`src/hdl/spp_pkg.sv`:
```
package spp_pkg;

    localparam int NUMBER_BITS = 63;
    localparam int CNT_W       = $clog2(NUMBER_BITS);

    typedef logic [NUMBER_BITS-1:0] t_num;
    typedef logic [CNT_W-1:0]       t_cnt;

    typedef enum logic [2:0] {
        S_IDLE,
        S_SPLIT,
        S_POW,
        S_POW_MUL,
        S_POW_SQR,
        S_SQR,
        S_SQR_WAIT,
        S_DONE
    } t_state;

    typedef struct packed {
        logic start;
        t_num a;
        t_num b;
    } t_mul_req;

    typedef struct packed {
        logic done;
        t_num product;
    } t_mul_rsp;

endpackage

```
`src/hdl/spp_if.sv`:
```
interface spp_cand_if import spp_pkg::*; ();
    logic valid;
    logic ready;
    t_num candidate;

    modport source (output valid, output candidate, input ready);
    modport sink   (input valid, input candidate, output ready);
endinterface

interface spp_res_if import spp_pkg::*; ();
    logic valid;
    logic ready;
    logic probable_prime;

    modport source (output valid, output probable_prime, input ready);
    modport sink   (input valid, input probable_prime, output ready);
endinterface

```
`src/hdl/spp_mulmod.sv`:
```
module spp_mulmod import spp_pkg::*; (
    input  logic     i_clk,
    input  logic     i_rst_n,
    input  t_mul_req i_req,
    input  t_num     i_mod,
    output t_mul_rsp o_rsp
);

    localparam t_cnt LAST_STEP = t_cnt'(NUMBER_BITS - 1);

    logic r_busy;
    logic r_done;
    t_cnt r_cnt;
    t_num r_a;
    t_num r_b;
    t_num r_acc;

    logic n_busy;
    logic n_done;
    t_cnt n_cnt;
    t_num n_a;
    t_num n_b;
    t_num n_acc;

    // Both operands are below the modulus, so one conditional subtract reduces the sum.
    function automatic t_num add_mod(input t_num x, input t_num y, input t_num m);
        logic [NUMBER_BITS:0] sum;
        logic [NUMBER_BITS:0] m_ext;
        sum   = {1'b0, x} + {1'b0, y};
        m_ext = {1'b0, m};
        if (sum >= m_ext) begin
            sum = sum - m_ext;
        end
        return sum[NUMBER_BITS-1:0];
    endfunction

    always_comb begin
        n_busy = r_busy;
        n_done = 1'b0;
        n_cnt  = r_cnt;
        n_a    = r_a;
        n_b    = r_b;
        n_acc  = r_acc;
        if (r_busy) begin
            if (r_b[0]) begin
                n_acc = add_mod(r_acc, r_a, i_mod);
            end
            n_a   = add_mod(r_a, r_a, i_mod);
            n_b   = r_b >> 1;
            n_cnt = r_cnt + t_cnt'(1);
            if (r_cnt == LAST_STEP) begin
                n_busy = 1'b0;
                n_done = 1'b1;
            end
        end else if (i_req.start) begin
            n_busy = 1'b1;
            n_cnt  = '0;
            n_a    = i_req.a;
            n_b    = i_req.b;
            n_acc  = '0;
        end
    end

    always_ff @(posedge i_clk) begin
        if (!i_rst_n) begin
            r_busy <= 1'b0;
            r_done <= 1'b0;
        end else begin
            r_busy <= n_busy;
            r_done <= n_done;
        end
        r_cnt <= n_cnt;
        r_a   <= n_a;
        r_b   <= n_b;
        r_acc <= n_acc;
    end

    assign o_rsp.done    = r_done;
    assign o_rsp.product = r_acc;

endmodule

```
`src/hdl/strong_probable_prime_base2.sv`:
```
// Values below 4 and even values go from the accepting edge straight to the result beat; odd
// values first split n-1 into d * 2^r with d odd, then run a square-and-multiply of 2^d mod n
// on the shift-add-reduce multiplier, then up to r-1 squarings of the result.
// Candidates: one at a time; a new one is taken only after the result beat is accepted.
// Reset: synchronous, active low; the sequencer returns to idle and any pending result is dropped.
module strong_probable_prime_base2 import spp_pkg::*; (
    input  logic         i_clk,
    input  logic         i_rst_n,
    spp_cand_if.sink     i_cand,
    spp_res_if.source    o_result
);

    t_state r_state;
    t_state n_state;

    t_num r_n;
    t_num r_d;
    t_num r_x;
    t_num r_base;
    t_cnt r_r;
    logic r_result;

    t_num n_n;
    t_num n_d;
    t_num n_x;
    t_num n_base;
    t_cnt n_r;
    logic n_result;

    t_mul_req mul_req;
    t_mul_rsp mul_rsp;
    t_num     n_minus_one;
    logic     cand_accept;
    logic     cand_small;
    logic     cand_two_three;

    localparam t_num NUM_ONE = t_num'(1);
    localparam t_num NUM_TWO = t_num'(2);

    spp_mulmod u_mulmod (
        .i_clk   (i_clk),
        .i_rst_n (i_rst_n),
        .i_req   (mul_req),
        .i_mod   (r_n),
        .o_rsp   (mul_rsp)
    );

    assign n_minus_one    = r_n - NUM_ONE;
    assign cand_accept    = i_cand.valid && i_cand.ready;
    assign cand_small     = (i_cand.candidate[NUMBER_BITS-1:2] == '0);
    assign cand_two_three = cand_small && i_cand.candidate[1];

    // Next state.
    always_comb begin
        n_state = r_state;
        unique case (r_state)
            S_IDLE: begin
                if (cand_accept) begin
                    if (cand_small || !i_cand.candidate[0]) begin
                        n_state = S_DONE;
                    end else begin
                        n_state = S_SPLIT;
                    end
                end
            end
            S_SPLIT: begin
                if (r_d[0]) begin
                    n_state = S_POW;
                end
            end
            S_POW: begin
                if (r_d == '0) begin
                    if (r_x == NUM_ONE || r_x == n_minus_one) begin
                        n_state = S_DONE;
                    end else begin
                        n_state = S_SQR;
                    end
                end else if (r_d[0]) begin
                    n_state = S_POW_MUL;
                end else begin
                    n_state = S_POW_SQR;
                end
            end
            S_POW_MUL: begin
                if (mul_rsp.done) begin
                    n_state = S_POW_SQR;
                end
            end
            S_POW_SQR: begin
                if (mul_rsp.done) begin
                    n_state = S_POW;
                end
            end
            S_SQR: begin
                if (r_r > t_cnt'(1)) begin
                    n_state = S_SQR_WAIT;
                end else begin
                    n_state = S_DONE;
                end
            end
            S_SQR_WAIT: begin
                if (mul_rsp.done) begin
                    if (mul_rsp.product == n_minus_one) begin
                        n_state = S_DONE;
                    end else begin
                        n_state = S_SQR;
                    end
                end
            end
            S_DONE: begin
                if (o_result.ready) begin
                    n_state = S_IDLE;
                end
            end
            default: n_state = S_IDLE;
        endcase
    end

    // Outputs: handshake and multiplier requests.
    always_comb begin
        i_cand.ready   = 1'b0;
        o_result.valid = 1'b0;
        mul_req.start  = 1'b0;
        mul_req.a      = r_x;
        mul_req.b      = r_base;
        unique case (r_state)
            S_IDLE: i_cand.ready = 1'b1;
            S_POW: begin
                if (r_d != '0) begin
                    mul_req.start = 1'b1;
                    if (!r_d[0]) begin
                        mul_req.a = r_base;
                    end
                end
            end
            S_POW_MUL: begin
                // The base squaring starts in the cycle the first product lands.
                mul_req.start = mul_rsp.done;
                mul_req.a     = r_base;
            end
            S_SQR: begin
                mul_req.start = (r_r > t_cnt'(1));
                mul_req.b     = r_x;
            end
            S_DONE: o_result.valid = 1'b1;
            default: ;
        endcase
    end

    // Datapath registers.
    always_comb begin
        n_n      = r_n;
        n_d      = r_d;
        n_x      = r_x;
        n_base   = r_base;
        n_r      = r_r;
        n_result = r_result;
        case (r_state)
            S_IDLE: begin
                n_n      = i_cand.candidate;
                n_d      = i_cand.candidate - NUM_ONE;
                n_r      = '0;
                n_x      = NUM_ONE;
                n_base   = NUM_TWO;
                n_result = cand_two_three;
            end
            S_SPLIT: begin
                if (!r_d[0]) begin
                    n_d = r_d >> 1;
                    n_r = r_r + t_cnt'(1);
                end
            end
            S_POW: begin
                n_result = (r_d == '0) && (r_x == NUM_ONE || r_x == n_minus_one);
            end
            S_POW_MUL: begin
                if (mul_rsp.done) begin
                    n_x = mul_rsp.product;
                end
            end
            S_POW_SQR: begin
                if (mul_rsp.done) begin
                    n_base = mul_rsp.product;
                    n_d    = r_d >> 1;
                end
            end
            S_SQR_WAIT: begin
                if (mul_rsp.done) begin
                    n_x      = mul_rsp.product;
                    n_r      = r_r - t_cnt'(1);
                    n_result = (mul_rsp.product == n_minus_one);
                end
            end
            default: ;
        endcase
    end

    always_ff @(posedge i_clk) begin
        if (!i_rst_n) begin
            r_state <= S_IDLE;
        end else begin
            r_state <= n_state;
        end
        r_n      <= n_n;
        r_d      <= n_d;
        r_x      <= n_x;
        r_base   <= n_base;
        r_r      <= n_r;
        r_result <= n_result;
    end

    assign o_result.probable_prime = r_result;

endmodule

```
`src/flat_wrapper.sv`:
```
// flat-port wrapper written by rule: the top's interface ports become plain ports
module strong_probable_prime_base2_flat import spp_pkg::*;
  (i_clk, i_rst_n, i_cand_valid, i_cand_candidate, i_cand_ready, o_result_valid, o_result_probable_prime, o_result_ready);
  spp_cand_if i_cand_i ();
  spp_res_if o_result_i ();
  input  logic i_clk;
  input  logic i_rst_n;
  input wire logic [$bits(i_cand_i.valid)-1:0] i_cand_valid;
  input wire logic [$bits(i_cand_i.candidate)-1:0] i_cand_candidate;
  output wire logic [$bits(i_cand_i.ready)-1:0] i_cand_ready;
  output wire logic [$bits(o_result_i.valid)-1:0] o_result_valid;
  output wire logic [$bits(o_result_i.probable_prime)-1:0] o_result_probable_prime;
  input wire logic [$bits(o_result_i.ready)-1:0] o_result_ready;
  assign i_cand_i.valid = i_cand_valid;
  assign i_cand_i.candidate = i_cand_candidate;
  assign i_cand_ready = i_cand_i.ready;
  assign o_result_valid = o_result_i.valid;
  assign o_result_probable_prime = o_result_i.probable_prime;
  assign o_result_i.ready = o_result_ready;
  strong_probable_prime_base2 u_core (.i_clk(i_clk), .i_rst_n(i_rst_n), .i_cand(i_cand_i), .o_result(o_result_i));
endmodule
```
`config.mk`:
```
export PLATFORM = sky130hd
export DESIGN_NAME = strong_probable_prime_base2_flat
export DESIGN_NICKNAME = d
export VERILOG_FILES = /design/src/hdl/spp_pkg.sv /design/src/hdl/spp_if.sv /design/src/hdl/spp_mulmod.sv /design/src/hdl/strong_probable_prime_base2.sv /design/src/flat_wrapper.sv
export SDC_FILE = /design/constraint.sdc
export NUM_CORES = 1
export LEC_CHECK = 0
export BUFFER_PORTS_ARGS = -buffer_cell sky130_fd_sc_hd__buf_2
export CAP_MARGIN = 20
export CORE_MARGIN = 2
export CORE_UTILIZATION = 25
export CTS_CLUSTER_SIZE = 12
export DETAILED_ROUTE_END_ITERATION = 10
export PLACE_DENSITY = 0.46
export REMOVE_ABC_BUFFERS = 1
export SLEW_MARGIN = 20
export SYNTH_ARGS = -nofsm -noshare
export SYNTH_HDL_FRONTEND = slang
export SYNTH_SLANG_ARGS = --single-unit
export TNS_END_PERCENT = 30
```
`constraint.sdc`:
```
create_clock -name i_clk -period 15.25 [get_ports i_clk]
set_input_delay 0.7625 -clock i_clk [delete_from_list [all_inputs] [get_ports i_clk]]
set_output_delay 0.7625 -clock i_clk [all_outputs]
set_load 0.01 [all_outputs]
```
## Yosys cells after proc, flatten, opt, wreduce, memory -nomap -nowiden

Cells that the tools add are included.

| storage, ports and cells | value |
|---|---|
| flip-flop bits (word level) | 459 |
| logic and storage cells | 119 |
| output and inout bits | 3 |
| bits of input ports | 67 |

| cells by class | value |
|---|---|
| order comparisons | 3 |
| reduce and logical (&&, ||, !) cells | 26 |
| equality and inequality tests | 20 |
| add/sub/neg operators | 9 |
| multiplexer cells | 46 |

Operator list:

| kind | count |
|---|---|
| 63-bit two-way mux | 12 |
| 63-bit one-hot mux with 2 select lines | 3 |
| 63-bit one-hot mux with 3 select lines | 1 |
| 63-bit by 63-bit adder with 64-bit output | 2 |
| 64-bit by 63-bit >= comparator with 1-bit output | 2 |
| 63-bit == test | 2 |
| 63-bit by 1-bit subtractor with 63-bit output (second input constant) | 2 |
| 63-bit subtractor | 2 |
| 62-bit two-way mux | 2 |
| 64-bit two-way mux | 1 |
| 63-bit by 1-bit == test with 1-bit output (second input constant) | 1 |
| 63-bit zero test | 1 |
| 63-bit nonzero test | 1 |
| 61-bit zero test | 1 |
| 3-bit two-way mux | 9 |
| 6-bit two-way mux | 4 |
| 3-bit one-hot mux with 8 select lines | 1 |
| 6-bit one-hot mux with 3 select lines | 1 |
| 6-bit by 1-bit adder with 6-bit output (second input constant) | 2 |
| 3-bit == test (second input constant) | 4 |
| 2-bit AND reduction | 6 |
| 2-bit inequality test (second input constant) | 5 |
| 3-bit nonzero test | 3 |
| 1-bit two-way mux | 8 |
| other kinds (16) | 28 |

## Logic depth before layout (Yosys ltp)

| depth | value |
|---|---|
| depth after elaboration | 6 |
| depth in mapped cells | 28 |
| gate-level depth less buffers | 26 |

## Modules after synthesis

From an unflattened synthesis, not the netlist that was laid out.

| unflattened totals | value |
|---|---|
| cells, all modules | 4,196 |
| area total of the unflattened synthesis | 38,152.8 µm² |

By module, submodules not included:

| module | area each (µm²) | sequential area each (µm²) | cells each | instances |
|---|---|---|---|---|
| spp_mulmod | 20,842.5 | 5,885.6 | 2,530 | 1 |
| strong_probable_prime_base2 | 17,310.4 | 7,837.5 | 1,666 | 1 |

## Least setup slack after synthesis

OpenSTA, ideal clock, no wires.

| timing | value |
|---|---|
| path type | register to register |
| start | reg u_core.u_mulmod.r_a[0] |
| end | reg u_core.u_mulmod.r_acc[47] (data pin) |
| arrival | 6.052 ns |
| cell stages (with the launch flop) | 27 |
| path slack | 8.933 ns |
| period minus slack after synthesis | 6.317 ns |
| library setup time | 0.266 ns |
| path buffers | 3 |
| required time | 14.984 ns |
| cell sequence | edfxtp_1 -> ha_1 -> fa_1 -> a211oi_1 -> o21bai_1 -> o2bb2ai_1 -> o211ai_1 -> a31oi_1 -> a31oi_1 -> o21ai_0 -> a21oi_1 -> nor3_1 -> or3_1 -> xor2_1 -> ha_1 -> clkbuf_1 -> nand3_1 -> nor4_1 -> and3_1 -> a41oi_1 -> a21o_1 -> a21oi_1 -> o41ai_1 -> clkbuf_1 -> clkbuf_1 -> mux2i_1 -> nor2_1 |

| between the ends | value |
|---|---|
| longest elaborated chain between the ends | 5 |
| elaborated cells on any way between the ends | 6 |
| classes of those cells | 2 x add/sub; 1 x order compare; 3 x mux |

RTL lines:

| item | RTL line | RTL |
|---|---|---|
| start: declaration | spp_mulmod.sv:14 | `t_num r_a;` |
| start signal: assignment | spp_mulmod.sv:73 | `r_a <= n_a;` |
| 63-bit by 63-bit adder with 64-bit output (*) | spp_mulmod.sv:29 | `sum = {1'b0, x} + {1'b0, y};` |
| 63-bit subtractor or 64-bit by 63-bit >= comparator with 1-bit output (tied branches) | spp_mulmod.sv:32, spp_mulmod.sv:31 |  |
| 63-bit two-way mux (*) | spp_mulmod.sv:31 | `if (sum >= m_ext) begin` |
| 63-bit two-way mux (*) | spp_mulmod.sv:45 | `if (r_b[0]) begin` |
| 63-bit two-way mux (*) | spp_mulmod.sv:44 | `if (r_busy) begin` |
| end signal: assignment | spp_mulmod.sv:75 | `r_acc <= n_acc;` |
| end: declaration | spp_mulmod.sv:16 | `t_num r_acc;` |

Mark *: on every way between the ends. The rest lies on a longest branch, timed or not. The select of a mux whose other input is x is not followed.
A chain may end at the register's enable or synchronous reset.

## Final worst setup path

| timing | value |
|---|---|
| start | reg u_core.u_mulmod.r_a[0] |
| end | reg u_core.u_mulmod.r_acc[10] (data pin) |

Same word-level chain as after synthesis.

==> results.yml <==
status:
  status: "finished clean"
setup_path:
  worstSetupPathType: "register to register"
  reg2reg_depth: 27
  reg2reg_from: "u_core.u_mulmod.r_a[0]"
  endpoint_kind: "register"
  crit_path_end: "u_core.u_mulmod.r_acc[10]"
  path_max_fanout: 64
  r2r_slack_ps: 7090
  arrival_ps: 8560
  startpoint: "u_core.u_mulmod.r_a[0]"
  worstPathRequired_ps: 15650
  rr_endpoint: "u_core.u_mulmod.r_acc[10]"
  startpoint_type: "register"
flow_run:
  cap_viol_max_count: 0
hold_path:
  worstHoldPathType: "input pin to register"
  hp-start: "i_cand_candidate[54]"
timing:
  rsz0062_at_grt: "no"
  hold_violations: 0
  tightestPinTransition_ps: 1110
  tns_ps: 0
  finalSetupViolCount: 0
  layout_min_cycle_time_ps: 8160
  skew_ps: 29.7
  final_max_slew_viol_count: 0
  max_freq_mhz: 123
  whs_ps: 308
  fin_crit_sh_pct: 53.5
  relSlewSlack_pct: 25.5
  setup_ws_ps: 7090
route:
  wire_per_inst_um: 25.5
  viasPerCell: 5.35
  drtAntennaViolNets: 0
  dr.pass1.iters: 5
  vias: 32000
  remaining_drc_errors: 0
  dr.first_iter.drc_count: 2826
  wirelength_mm: 153
synth:
  synth_area_um2: 36500
  syn_inst: 4029
  synthMuxAreaShare_pct: 4.43
  async_flop_share_pct: 0
  synth.avg_cell_area_um2: 9.05
  synth_compound_gate_area_share_pct: 18.2
  synth_xor_area_share_pct: 9.57
  ys_types: 85
  yosys.area_share.simple_pct: 19.9
  yosysWarnings: 0
  synth_edf_count: 453
  synth_top_family_by_area: "simple AND/OR/NAND/NOR gates"
  synthFlopType: "edfxtp_1"
  synth-seq-area-share_pct: 37.6
  ys_ff_latch: 459
  synthAdderAreaFrac_pct: 6.89
cells_and_area:
  nNetsFinal: 4276
  drive_gt1_share_pct: 7.57
  final_area_um2: 40900
  synthToLayoutAreaGrowth_pct: 12.0
floorplanning:
  ios: 70
  num_rows: 140
  die_y_um: 386
  start_util_pct: 25.1
  dieWidth_um: 386
  coreArea_um2: 145000
  dieArea_um2: 149000
clock_network:
  cts_hold_buffers: 0
  cts.sink_count: 459
  post_cts_buffers: 0
  cts.reportedPaths.clkPinSlew_ps: 60
  cts_tree: "built"
  post_cts_resized: 0
  cts_buffers: 56
  htreeDepth: 2
  cts_max_path_buffers: 3
  clk_latency_ps: 690
  cts-root-buf: "clkbuf_16"
grt:
  grt.total_usage_pct: 20.0
  grt_pass1_wl_mm: 221
  grt-ovfl-total: 0
  grt_max_degree: 109
  antenna_found_initial: 10
  grt_pass1_vias: 30900
place:
  place_hpwl_mm: 121
  portBuffers: 69
  placed_area_um2: 39000
  preCtsSetupSlack_ps: 7310
  place_congestion: 0.966
## critical path, stage by stage, from the launching register on
cell       delay (ps)
edfxtp_1          440
ha_1              280
fa_1              460
a211oi_1          290
o21bai_1          200
o2bb2ai_1         250
o211ai_1          520
a31oi_1           250
a31oi_1           390
o21ai_0           190
a21oi_1           310
nor3_1             80
or3_1             330
xor2_1            350
ha_1              390
nand3_1           240
nor3_1            110
nand3_1           150
o32ai_1           120
a41oi_1           440
a21o_1            210
a21oi_1           110
a21o_1            180
o41ai_2            50
buf_4             450
buf_4             670
mux2i_1           270
nor2_1             50
## Yosys cell counts (11+ instances only)
master	number	area, um2
a211oi_1	27	203
a21o_1	152	1140
a21oi_1	292	1460
a221oi_1	16	140
a31oi_1	26	163
a41oi_1	14	123
and2_1	142	888
and3_1	36	225
and4_1	17	149
buf_1	14	52.6
clkbuf_1	181	679
edfxtp_1	453	13600
ha_1	196	2450
inv_1	122	458
mux2_2	50	563
mux2i_1	104	1040
nand2_1	400	1500
nand2b_1	40	250
nand3_1	76	380
nand3b_1	13	97.6
nand4_1	78	488
nor2_1	306	1150
nor2b_1	26	163
nor3_1	105	526
nor3b_1	11	82.6
nor4_1	84	526
o2111ai_1	11	96.3
o211ai_1	18	135
o21a_1	27	203
o21ai_0	295	1480
o21bai_1	39	293
o31ai_1	15	113
or2_2	12	75.1
or3_1	35	219
or4_1	30	225
xnor2_1	260	2280
xor2_1	136	1190
## state kept, by name, indices dropped and copies added, names as in the netlist
register	flops
u_core.u_mulmod.r_done	1
u_core.r_x	63
u_core.u_mulmod.r_b	63
u_core.r_base	63
u_core.u_mulmod.r_cnt	6
u_core.o_result.probable_prime	1
u_core.r_state	3
u_core.r_r	6
u_core.u_mulmod.r_busy	1
u_core.r_n	63
u_core.r_d	63
u_core.u_mulmod.r_acc	63
u_core.u_mulmod.r_a	63
## worst min-delay path by stage
stage                                    to  slack [ps]  cells after the start
finish                       u_core.r_n[54]         310                      1
global route                 u_core.r_n[54]         290                      1
CTS                          u_core.r_n[54]         270                      1
detailed placement  u_core.u_mulmod.r_b[62]         480                      2
global placement    u_core.u_mulmod.r_b[62]         470                      2
floorplan           u_core.u_mulmod.r_b[62]         450                      2
## stage by stage
step,util (%),cells
5_1_grt,28.1,5978
4_1_cts,28.1,5972
6_report,28.1,5978
3_3_place_gp,26.9,5869
3_5_place_dp,26.9,5869
2_1_floorplan,-,3831
## logic make-up after synthesis
group | count (synthesis)
AOI/OAI and AO/OA | 1059
xor gates and xnor gates | 397
adders and majority gates | 199
buffers and inverters | 322
DFF | 459
muxes | 155
and+or+nand+nor | 1438
## final cells by class
| cell class | instances | area (um2) |
|---|---|---|
| Multi-Input combinational cell | 3248 | 21700 |
| Antenna cell | 6 | 15.0 |
| Fill cell | 15400 | 104000 |
| Timing Repair Buffer | 121 | 748 |
| Inverter | 124 | 475 |
| Sequential cell | 459 | 13700 |
| Clock buffer | 67 | 1440 |
| Tap cell | 1917 | 2400 |
| Clock inverter | 36 | 378 |
## cell usage in the layout, fill, tap and decap left out, types with 26 or more instances in the layout
cell and n:
buf_2 69, inv_1 119, edfxtp_1 453, nor4_1 82, ha_1 196, o21bai_1 39
a31oi_1 26, a21o_1 152, a21oi_1 291, o21ai_0 293, nor2_1 305, nor2b_1 26
buf_4 51, and2_1 142, nand2_1 399, or4_1 30, nand3_1 75, mux2_2 50
xnor2_1 260, nand4_1 78, nand2b_1 40, a211oi_1 27, clkbuf_16 56, or3_1 34
nor3_1 105, xor2_1 136, mux2i_1 104, o21a_1 26, and3_1 36
## routing by layer
layer / global-route usage (%) / vias up / wire length, um
met5: 0 / - / 0
met4: 6.10 / 0 / 4560
met3: 2.51 / 186 / 7470
met2: 32.9 / 970 / 70900
met1: 27.3 / 15900 / 69600
li1: - / 14900 / -
Power is not shown: default switching activity piles up to over one toggle a cycle in this logic, so the estimate is an artifact.
